==> src/rtl/fpsp_pkg.sv <==
// ----------------------------------------------------------------------------
// fpsp_pkg
// Shared types and constants of the float to PCM sample packer.
// ----------------------------------------------------------------------------
`default_nettype none

package fpsp_pkg;

	localparam int unsigned CfgIdxW  = 1;
	localparam int unsigned CfgDataW = 3;

	// register indexes
	localparam logic [CfgIdxW-1:0] REG_SAMPLE_FORMAT = 1'd0;
	localparam logic [CfgIdxW-1:0] REG_LITTLE_ENDIAN = 1'd1;

	typedef enum logic [2:0] {
		FMT_INT8    = 3'd0,
		FMT_INT16   = 3'd1,
		FMT_INT24   = 3'd2,
		FMT_INT32   = 3'd3,
		FMT_FLOAT32 = 3'd4,
		FMT_FLOAT64 = 3'd5,
		FMT_RSVD6   = 3'd6,
		FMT_RSVD7   = 3'd7
	} fmt_t;

	typedef struct packed {
		logic [63:0] sample_bits;
		logic        end_of_block;
	} in_item_t;

	typedef struct packed {
		logic [63:0] packed_bytes;
		logic [3:0]  byte_count;
		logic        last_of_block;
	} out_item_t;

endpackage

`default_nettype wire

==> src/rtl/fpsp_pack.sv <==
// ----------------------------------------------------------------------------
// fpsp_pack
// Select the format's bytes, offset int8, and order them per byte order.
// ----------------------------------------------------------------------------
`default_nettype none

module fpsp_pack
	import fpsp_pkg::*;
(
	input  wire logic [63:0] sample_bits,
	input  wire logic [31:0] ival,
	input  fmt_t             fmt,
	input  wire logic        le,
	output logic      [63:0] bytes_out,
	output logic      [3:0]  count
);

	logic [63:0] v;
	logic [7:0]  off8;

	// int8 value lies in -127..127, so the offset never clamps
	assign off8 = ival[7:0] + 8'd128;

	always_comb begin
		case (fmt)
			FMT_INT8:    begin v = {56'd0, off8};              count = 4'd1; end
			FMT_INT16:   begin v = {48'd0, ival[15:0]};        count = 4'd2; end
			FMT_INT24:   begin v = {40'd0, ival[23:0]};        count = 4'd3; end
			FMT_INT32:   begin v = {32'd0, ival};              count = 4'd4; end
			FMT_FLOAT32: begin v = {32'd0, sample_bits[31:0]}; count = 4'd4; end
			default:     begin v = sample_bits;                count = 4'd8; end
		endcase
	end

	// reverse the low count bytes for big endian
	always_comb begin
		bytes_out = v;
		if (!le) begin
			case (count)
				4'd2:    bytes_out = {48'd0, v[7:0], v[15:8]};
				4'd3:    bytes_out = {40'd0, v[7:0], v[15:8], v[23:16]};
				4'd4:    bytes_out = {32'd0, v[7:0], v[15:8], v[23:16], v[31:24]};
				4'd8:    bytes_out = {v[7:0], v[15:8], v[23:16], v[31:24],
					v[39:32], v[47:40], v[55:48], v[63:56]};
				default: bytes_out = v;
			endcase
		end
	end

endmodule

`default_nettype wire

==> config.mk <==
export PLATFORM = sky130hd
export DESIGN_NAME = fpsp_pack
export DESIGN_NICKNAME = d
export VERILOG_FILES = /design/src/rtl/fpsp_pkg.sv /design/src/rtl/fpsp_pack.sv
export SDC_FILE = /design/constraint.sdc
export NUM_CORES = 1
export LEC_CHECK = 0
export ABC_AREA = 1
export BUFFER_PORTS_ARGS = -buffer_cell sky130_fd_sc_hd__buf_2
export CORE_ASPECT_RATIO = 0.8
export CORE_MARGIN = 4
export CORE_UTILIZATION = 42
export DETAILED_ROUTE_END_ITERATION = 7
export GPL_TIMING_DRIVEN = 0
export PLACE_DENSITY = 0.91
export SETUP_SLACK_MARGIN = 0.4
export SYNTH_ARGS = -nofsm -noshare
export SYNTH_HDL_FRONTEND = slang
export SYNTH_SLANG_ARGS = --single-unit
==> constraint.sdc <==
create_clock -name vclk -period 1.45
set_clock_uncertainty 0.1 [all_clocks]
set_input_delay 0.0725 -clock vclk [all_inputs]
set_output_delay 0.0725 -clock vclk [all_outputs]
set_load 0.02 [all_outputs]
==> results of run 1 <==
-- per-stage QoR --
step / area (um2) / cells / setup TNS (ns) / hold slack [ns] / utilization [%]
CTS: 4250 / 737 / 0 / 0.389 / 89.8
detailed placement: 3270 / 711 / -7.64 / 0.419 / 69.1
global placement: 3270 / 711 / -7.18 / 0.416 / 69.1
floorplan: 2360 / 484 / 0 / 0.215 / -
-- synth_stat cells --
cell / number / area share (%)
inv_2: 4 / 0.71
buf_4: 1 / 0.36
nor2_4: 2 / 1.1
nor2_2: 4 / 1.2
nand3_1: 72 / 17
clkbuf_1: 12 / 2.1
nor2_1: 23 / 4.1
o21ai_0: 34 / 8.1
nand4_1: 20 / 5.9
buf_1: 1 / 0.18
buf_2: 21 / 5.0
nand2_1: 246 / 44
o22ai_1: 10 / 3.0
inv_1: 11 / 2.0
a21oi_1: 7 / 1.7
nand2_2: 1 / 0.30
o21ai_1: 14 / 3.3
nand3b_1: 1 / 0.36
-- cell families after synthesis --
group	Yosys count
AOI/OAI and AO/OA	65
and+or+nand+nor	369
buffers and inverters	50
-- timing repair --
| action | in CTS |
|---|---|
| buffers inserted | 19 |
| resized for setup | 223 |
| pin swaps | 41 |
| gates cloned | 7 |
| setup endpoints to repair | 68 |
==> run_results.csv, run 1 <==
group,metric,value,unit
outcome,status,"did not finish",
outcome,stop_stage,"global routing (5_1_grt)",
outcome,stop_error,"[ERROR DPL-0038] Utilization greater than 100%, impossible to legalize",
floorplanning,die_h,71.4,um
synth,syn_inst,484,
global_route,grt_max_degree,11,
placed_design,gp_congestion,1.05,
synth,netlist-cell-type-count,18,
synth,synth_top_family_by_area,"simple AND/OR/NAND/NOR gates",
synth,syn_nets,584,
synth,muxShareOfSynthArea,0,%
synth,synth-compound-area-share,16.0,%
synth,mappedNetlistArea,2110,um2
synth,synth_area_per_cell,4.36,um2
floorplanning,die_w,87.3,um
sta,worst-ep-kind,"output port",
sta,postGrtWorstEndpoint,"bytes_out[15]",
placed_design,pre_cts_slack,-0.294,ns
synth,synth_fa_ha_area_share,0,%
floorplanning,start_util,44.6,%
cts,hold_buffers,0,
floorplanning,rows,22,
placed_design,port_buffers,167,
floorplanning,io_pins,168,
synth,synthXorXnorAreaFrac,0,%
synth,ys_warn_count,0,
placed_design,dp_hpwl,9.42,mm
synth,synth_seq_area_share,0,%
synth,yosys.area_share.simple,73.7,%
==> run 2, diff against run 1 <==
Settings changed: CORE_ASPECT_RATIO 0.8 to not set, CORE_UTILIZATION 42 to 40, PLACE_DENSITY 0.91 to not set, PLACE_DENSITY_LB_ADDON set to 0.15, SETUP_SLACK_MARGIN 0.4 to not set.
==> run 2 against run 1 <==
Against the previous run:
- the flow now finishes, with violations (setup timing)
- synthesized cell count is the same
- synthesized area stayed put
==> run_results.csv, run 2 <==
group,metric,value,unit
outcome,status,"complete, but fails checks",
outcome,failed_checks,"setup timing",
min_path,hold_path_startpoint,"sample_bits[38]",
synth,synth.largest_area_cell,"nand2_1",
cts,hold_buffers,0,
floorplanning,start_util,41.4,%
global_route,grt_max_degree,11,
route,firstDrtPassIters,5,
synth,netlist_top_cells_area,"nand2_1 (44%), nand3_1 (17%), o21ai_0 (8.1%)",
floorplanning,io_pins,168,
route,drt_iter0_markers,586,
floorplanning,die_area,6510,um2
sta,relSlewSlack,68.5,%
global_route,top_usage_layer,"met2",
synth,synthXorXnorAreaFrac,0,%
global_route,antenna_found_initial,0,
power,power_density,404,nW/um2
final_layout,nets,766,
global_route,grt_pass1_vias,3966,
power,irDropWorstVdd,0.000272,V
final_layout,clockBufferCount,0,
synth,synth_area_per_cell,4.36,um2
synth,syn_inst,484,
synth,synth_top_area_share,43.7,%
global_route,grtUsageMet2,61.0,%
sta,timing.final.crit_period,1.50,ns
final_layout,final_common_cell,"nand2_1",
route,drcViolationCount,0,
power,p_leak,2.11,nW
synth,muxShareOfSynthArea,0,%
setup_path,crit_start,"fmt[2]",
setup_path,cp.arrival,1.33,ns
placed_design,dp_hpwl,9.95,mm
route,wl_per_cell,18.5,um
synth,yosys-top-cells-count,"nand2_1 (246), nand3_1 (72), o21ai_0 (34), nor2_1 (23), buf_2 (21)",
global_route,grt_usage,38.6,%
synth,synth_seq_area_share,0,%
final_layout,final_core_util,68.7,%
setup_path,critPathKind,"primary input to primary output",
final_layout,fin_area,3510,um2
global_route,use_met3,6.61,%
final_layout,drive_above_1_share,38.4,%
min_path,hp-class,"primary input to primary output",
setup_path,critPathRequiredTime,1.28,ns
synth,ys_warn_count,0,
placed_design,gp_congestion,1.03,
synth,synth-compound-area-share,16.0,%
setup_path,crit_path_start_kind,"primary input",
floorplanning,die_h,80.7,um
placed_design,dpl_cell_area,3040,um2
setup_path,worstSetupEndpointType,"primary output",
floorplanning,rows,26,
run,maxCapViolations,0,
final_layout,regArea,0,um2
sta,final_max_slew_viol_count,0,
final_layout,area_growth,66.2,%
floorplanning,core_area,5110,um2
synth,synth_top_family_by_area,"simple AND/OR/NAND/NOR gates",
final_layout,design.seq.count,0,
placed_design,port_buffers,167,
synth,yosys.area_share.simple,73.7,%
sta,tns,-0.0535,ns
sta,clock.fmax,665,MHz
global_route,grtUsageMet1,47.7,%
synth,netlist-cell-type-count,18,
synth,post-synth-top-count-cell,"nand2_1",
sta,hold_violations,0,
route,vias,4318,
synth,synth_fa_ha_area_share,0,%
sta,worstMarginPinSlew,0.473,ns
global_route,grt_pass1_wl,19.4,mm
sta,setup_viol,1,
placed_design,dpl.cell_count,721,
final_layout,instances_no_fill,734,
final_layout,n_antenna_cell,0,
setup_path,cp-endpoint,"bytes_out[6]",
floorplanning,die_w,80.7,um
final_layout,n_fill_cell,498,
setup_path,cp_max_fo,10,
sta,setup_ws,-0.0535,ns
route,avgViaCountPerCell,5.88,
synth,mappedNetlistArea,2110,um2
route,antenna_left,0,
final_layout,mostFrequentLayoutCells,"nand2_1 (226), buf_2 (151), nand3_1 (68)",
synth,syn_nets,584,
global_route,grt_overflow,0,
sta,post-route-period-util,104,%
route,wirelength,13.6,mm
[run 2: cell counts after synthesis]
Identical to the previous run, type by type.
[run 2: area by class of cell]
class	count	area [um2]	share of cell area, %
multi-input combinational	434	2030	57.9
tap	70	87.6	2.49
inverter	15	66.3	1.89
timing repair buffer	180	1030	29.4
buffer	35	290	8.27
[run 2: worst min path at each step]
| stage | to | slack (ns) | depth (start not counted) |
|---|---|---|---|
| finish | bytes_out[38] | 0.41 | 4 |
| global route | bytes_out[36] | 0.43 | 4 |
| CTS | bytes_out[38] | 0.41 | 4 |
| detailed placement | bytes_out[38] | 0.41 | 4 |
| global placement | bytes_out[37] | 0.41 | 4 |
| floorplan | bytes_out[32] | 0.25 | 2 |
[run 2: stage by stage]
stage,setup WS (ns),hold WS [ns],total power [mW]
2_1_floorplan,0.171,0.247,0.686
3_3_place_gp,-0.332,0.411,1.19
3_5_place_dp,-0.352,0.414,1.19
4_1_cts,-0.0443,0.413,1.24
5_1_grt,-0.0438,0.433,1.51
6_report,-0.0535,0.407,1.42
[run 2: critical path: stages]
cell and delay (ns):
buf_4 0.16, inv_6 0.07, buf_6 0.15, nand2_1 0.18, nand2_1 0.13, a21oi_1 0.26, a21oi_2 0.12, buf_4 0.17
[run 2: logic make-up (layout without fill, tap and decap cells)]
kind of cell	Yosys count	in the layout
AOI/OAI and AO/OA	65	65
buffers and inverters	50	230
and+or+nand+nor	369	369
[run 2: power by group]
| part | leakage [nW] | internal, mW | switching [mW] |
|---|---|---|---|
| Sequential | 0 | 0 | 0 |
| Combinational | 2.11 | 0.518 | 0.900 |
| Clock | 0 | 0 | 0 |
| Total | 2.11 | 0.518 | 0.900 |
[run 2: routing by layer]
metal	wire [um]	share of wire [%]
met1	5010	37
met2	5810	43
met3	1870	14
met4	891	6.6
met5	0	0
[run 2: timing repair]
action                     CTS  global route
setup buffers                4             8
pin swaps                    3            19
setup endpoints to repair   56            57
gates cloned                 0             1
resized for setup           31           114
Note: power is estimated with default switching activity, not from simulation.
==> run 3, diff against run 2 <==
Settings changed: ABC_AREA 1 to not set.
==> run 3 against run 2 <==
Against the previous run:
- the run still ends with setup timing left
- clock-buffer cell count is the same
- utilization increased by 11 points
- setup slack got worse by 0.13 ns
- wire length increased by 22%
- via count is 7.4% higher
- critical path type unchanged
- critical endpoint unchanged
- largest cell class unchanged
- largest power group unchanged
- highest routed layer unchanged
==> run_results.csv, run 3 <==
group,metric,value,unit
global_route,grt_pass1_vias,4324,
power,power_frac_seq,0,%
route,vias,4638,
final_layout,regArea,0,um2
sta,relSlewSlack,69.0,%
final_layout,fin_area,4520,um2
route,avgViaCountPerCell,7.18,
placed_design,pre_cts_slack,-0.420,ns
setup_path,cp_slowest_cell,"a222oi_1",
power,p_leak,2.12,nW
power,p_total,1.89,mW
setup_path,critical-path-top-delay-family,"buffers and inverters",
setup_path,critPathBufInv,3,
synth,syn_inst,373,
route,highest_layer,"met4",
synth,synth_top_area_share,12.6,%
setup_path,cp_max_fo,5,
setup_path,cp_slowest_stage_delay,0.36,ns
synth,synth_seq_area_share,0,%
synth,synth_area_per_cell,6.41,um2
global_route,grt_overflow,0,
global_route,grt_max_degree,12,
power,swShare,57.0,%
route,wirelength,16.6,mm
final_layout,design.seq.count,0,
synth,netlist-cell-type-count,46,
floorplanning,die_h,85.3,um
final_layout,n_antenna_cell,0,
setup_path,worstSetupEndpointType,"primary output",
power,power.internal,0.810,mW
floorplanning,die_w,85.3,um
synth,synth.largest_area_cell,"mux2i_1",
setup_path,cp.arrival,1.46,ns
power,power_density,418,nW/um2
placed_design,dp_hpwl,10.8,mm
sta,final_max_slew_viol_count,0,
setup_path,crit_start,"fmt[1]",
setup_path,critPathRequiredTime,1.28,ns
floorplanning,core_area,5640,um2
route,wl_met2,7.26,mm
placed_design,gp_congestion,0.987,
min_path,whs_path_depth,4,
synth,post-synth-top-count-cell,"nor2_1",
synth,netlist_top_cells_area,"mux2i_1 (13%), a221oi_1 (9.9%), a31oi_1 (7.9%)",
final_layout,final_common_cell,"buf_2",
setup_path,cp_common_cell,"buf_12",
route,m1WireLength,5.82,mm
min_path,hold_path_startpoint,"sample_bits[44]",
sta,hold_violations,0,
sta,clock.fmax,613,MHz
final_layout,mostFrequentLayoutCells,"buf_2 (147), buf_4 (47), nor2_1 (44)",
floorplanning,io_pins,168,
sta,worstMarginPinSlew,0.465,ns
synth,ys_warn_count,0,
placed_design,dpl_cell_area,3370,um2
final_layout,clockBufferCount,0,
floorplanning,die_area,7280,um2
route,route.met3.wl,2.44,mm
sta,tns,-3.47,ns
route,wl_per_cell,25.7,um
route,antenna_left,0,
setup_path,path_cells,"buf_12 > buf_12 > nor2_4 > and3_1 > a311oi_1 > a222oi_1 > buf_2",
power,irDropWorstVdd,0.000266,V
floorplanning,rows,27,
global_route,antenna_found_initial,0,
sta,post-route-period-util,113,%
run,maxCapViolations,0,
floorplanning,start_util,42.4,%
synth,yosys-top-cells-count,"nor2_1 (45), a31oi_1 (30), mux2i_1 (30), a221oi_1 (27), a21oi_1 (26)",
sta,rsz0062_at_grt,"yes",
route,drt_iter0_markers,609,
min_path,hp-class,"primary input to primary output",
sta,timing.final.crit_period,1.63,ns
synth,syn_nets,473,
final_layout,nets,676,
synth,mappedNetlistArea,2390,um2
power,combPwrFrac,100.0,%
setup_path,critPathKind,"primary input to primary output",
route,firstDrtPassIters,8,
global_route,grt_pass1_wl,23.7,mm
placed_design,port_buffers,168,
sta,setup_viol,41,
outcome,status,"complete, but fails checks",
global_route,grt_usage,40.7,%
power,switching_power,1.08,mW
route,drcViolationCount,0,
power,p_clk_share,0,%
min_path,worstHoldEndpoint,"bytes_out[44]",
outcome,failed_checks,"setup timing",
final_layout,drive_above_1_share,55.7,%
sta,setup_ws,-0.182,ns
setup_path,crit_path_start_kind,"primary input",
final_layout,area_growth,89.1,%
[run 3: logic make-up (layout without fill, tap and decap cells)]
family	after synthesis	count (layout)	share of synthesized area (%)
AOI/OAI and AO/OA	154	154	45.3
and+or+nand+nor	132	133	28.5
buffers and inverters	51	251	10.8
muxes	35	35	15.0
xor gates and xnor gates	1	1	0.367
[run 3: per-stage QoR]
step	util, %	cells	hold slack (ns)
CTS	74.8	636	0.423
floorplan	-	373	0.217
detailed placement	59.8	613	0.420
finish	80.1	646	0.420
global route	80.1	646	0.456
global placement	59.8	613	0.414
[run 3: worst max path at each step]
stage,slack [ns],to,depth (start not counted)
after floorplan,-0.04,bytes_out[6],5
after global placement,-0.50,bytes_out[7],6
after detailed placement,-0.42,bytes_out[16],8
after CTS,-0.12,bytes_out[6],7
after global routing,-0.16,bytes_out[13],8
final,-0.18,bytes_out[6],7
[run 3: area by class of cell]
type / instances / area, um2
inverter: 7 / 31.3
fill: 384 / 1120
timing repair buffer: 202 / 1380
buffer: 42 / 454
multi-input combinational: 323 / 2560
tap: 72 / 90.1
[run 3: worst min-delay path, stage by stage]
cell	delay [ns]
buf_2	0.08
mux2i_1	0.06
nor2_1	0.07
buf_2	0.16
[run 3: power groups by stage]
stage,registers (mW),clock network (mW),logic (mW)
2_1_floorplan,0,0,0.827
3_3_place_gp,0,0,1.38
3_5_place_dp,0,0,1.39
4_1_cts,0,0,1.70
5_1_grt,0,0,1.95
6_report,0,0,1.89
[run 3: repair_timing]
action | in CTS | in global routing
hold buffers | 0 | 0
endpoints found under the setup margin | 67 | 59
buffers inserted | 19 | 7
cloned | 6 | 3
resized for setup | 150 | 52
pin swaps | 17 | 27
[run 3: layer usage]
layer / track usage (%) / up-vias
li1: - / 1904
met1: 52.1 / 2088
met2: 64.5 / 525
met3: 7.67 / 121
met4: 20.7 / 0
met5: 0 / -
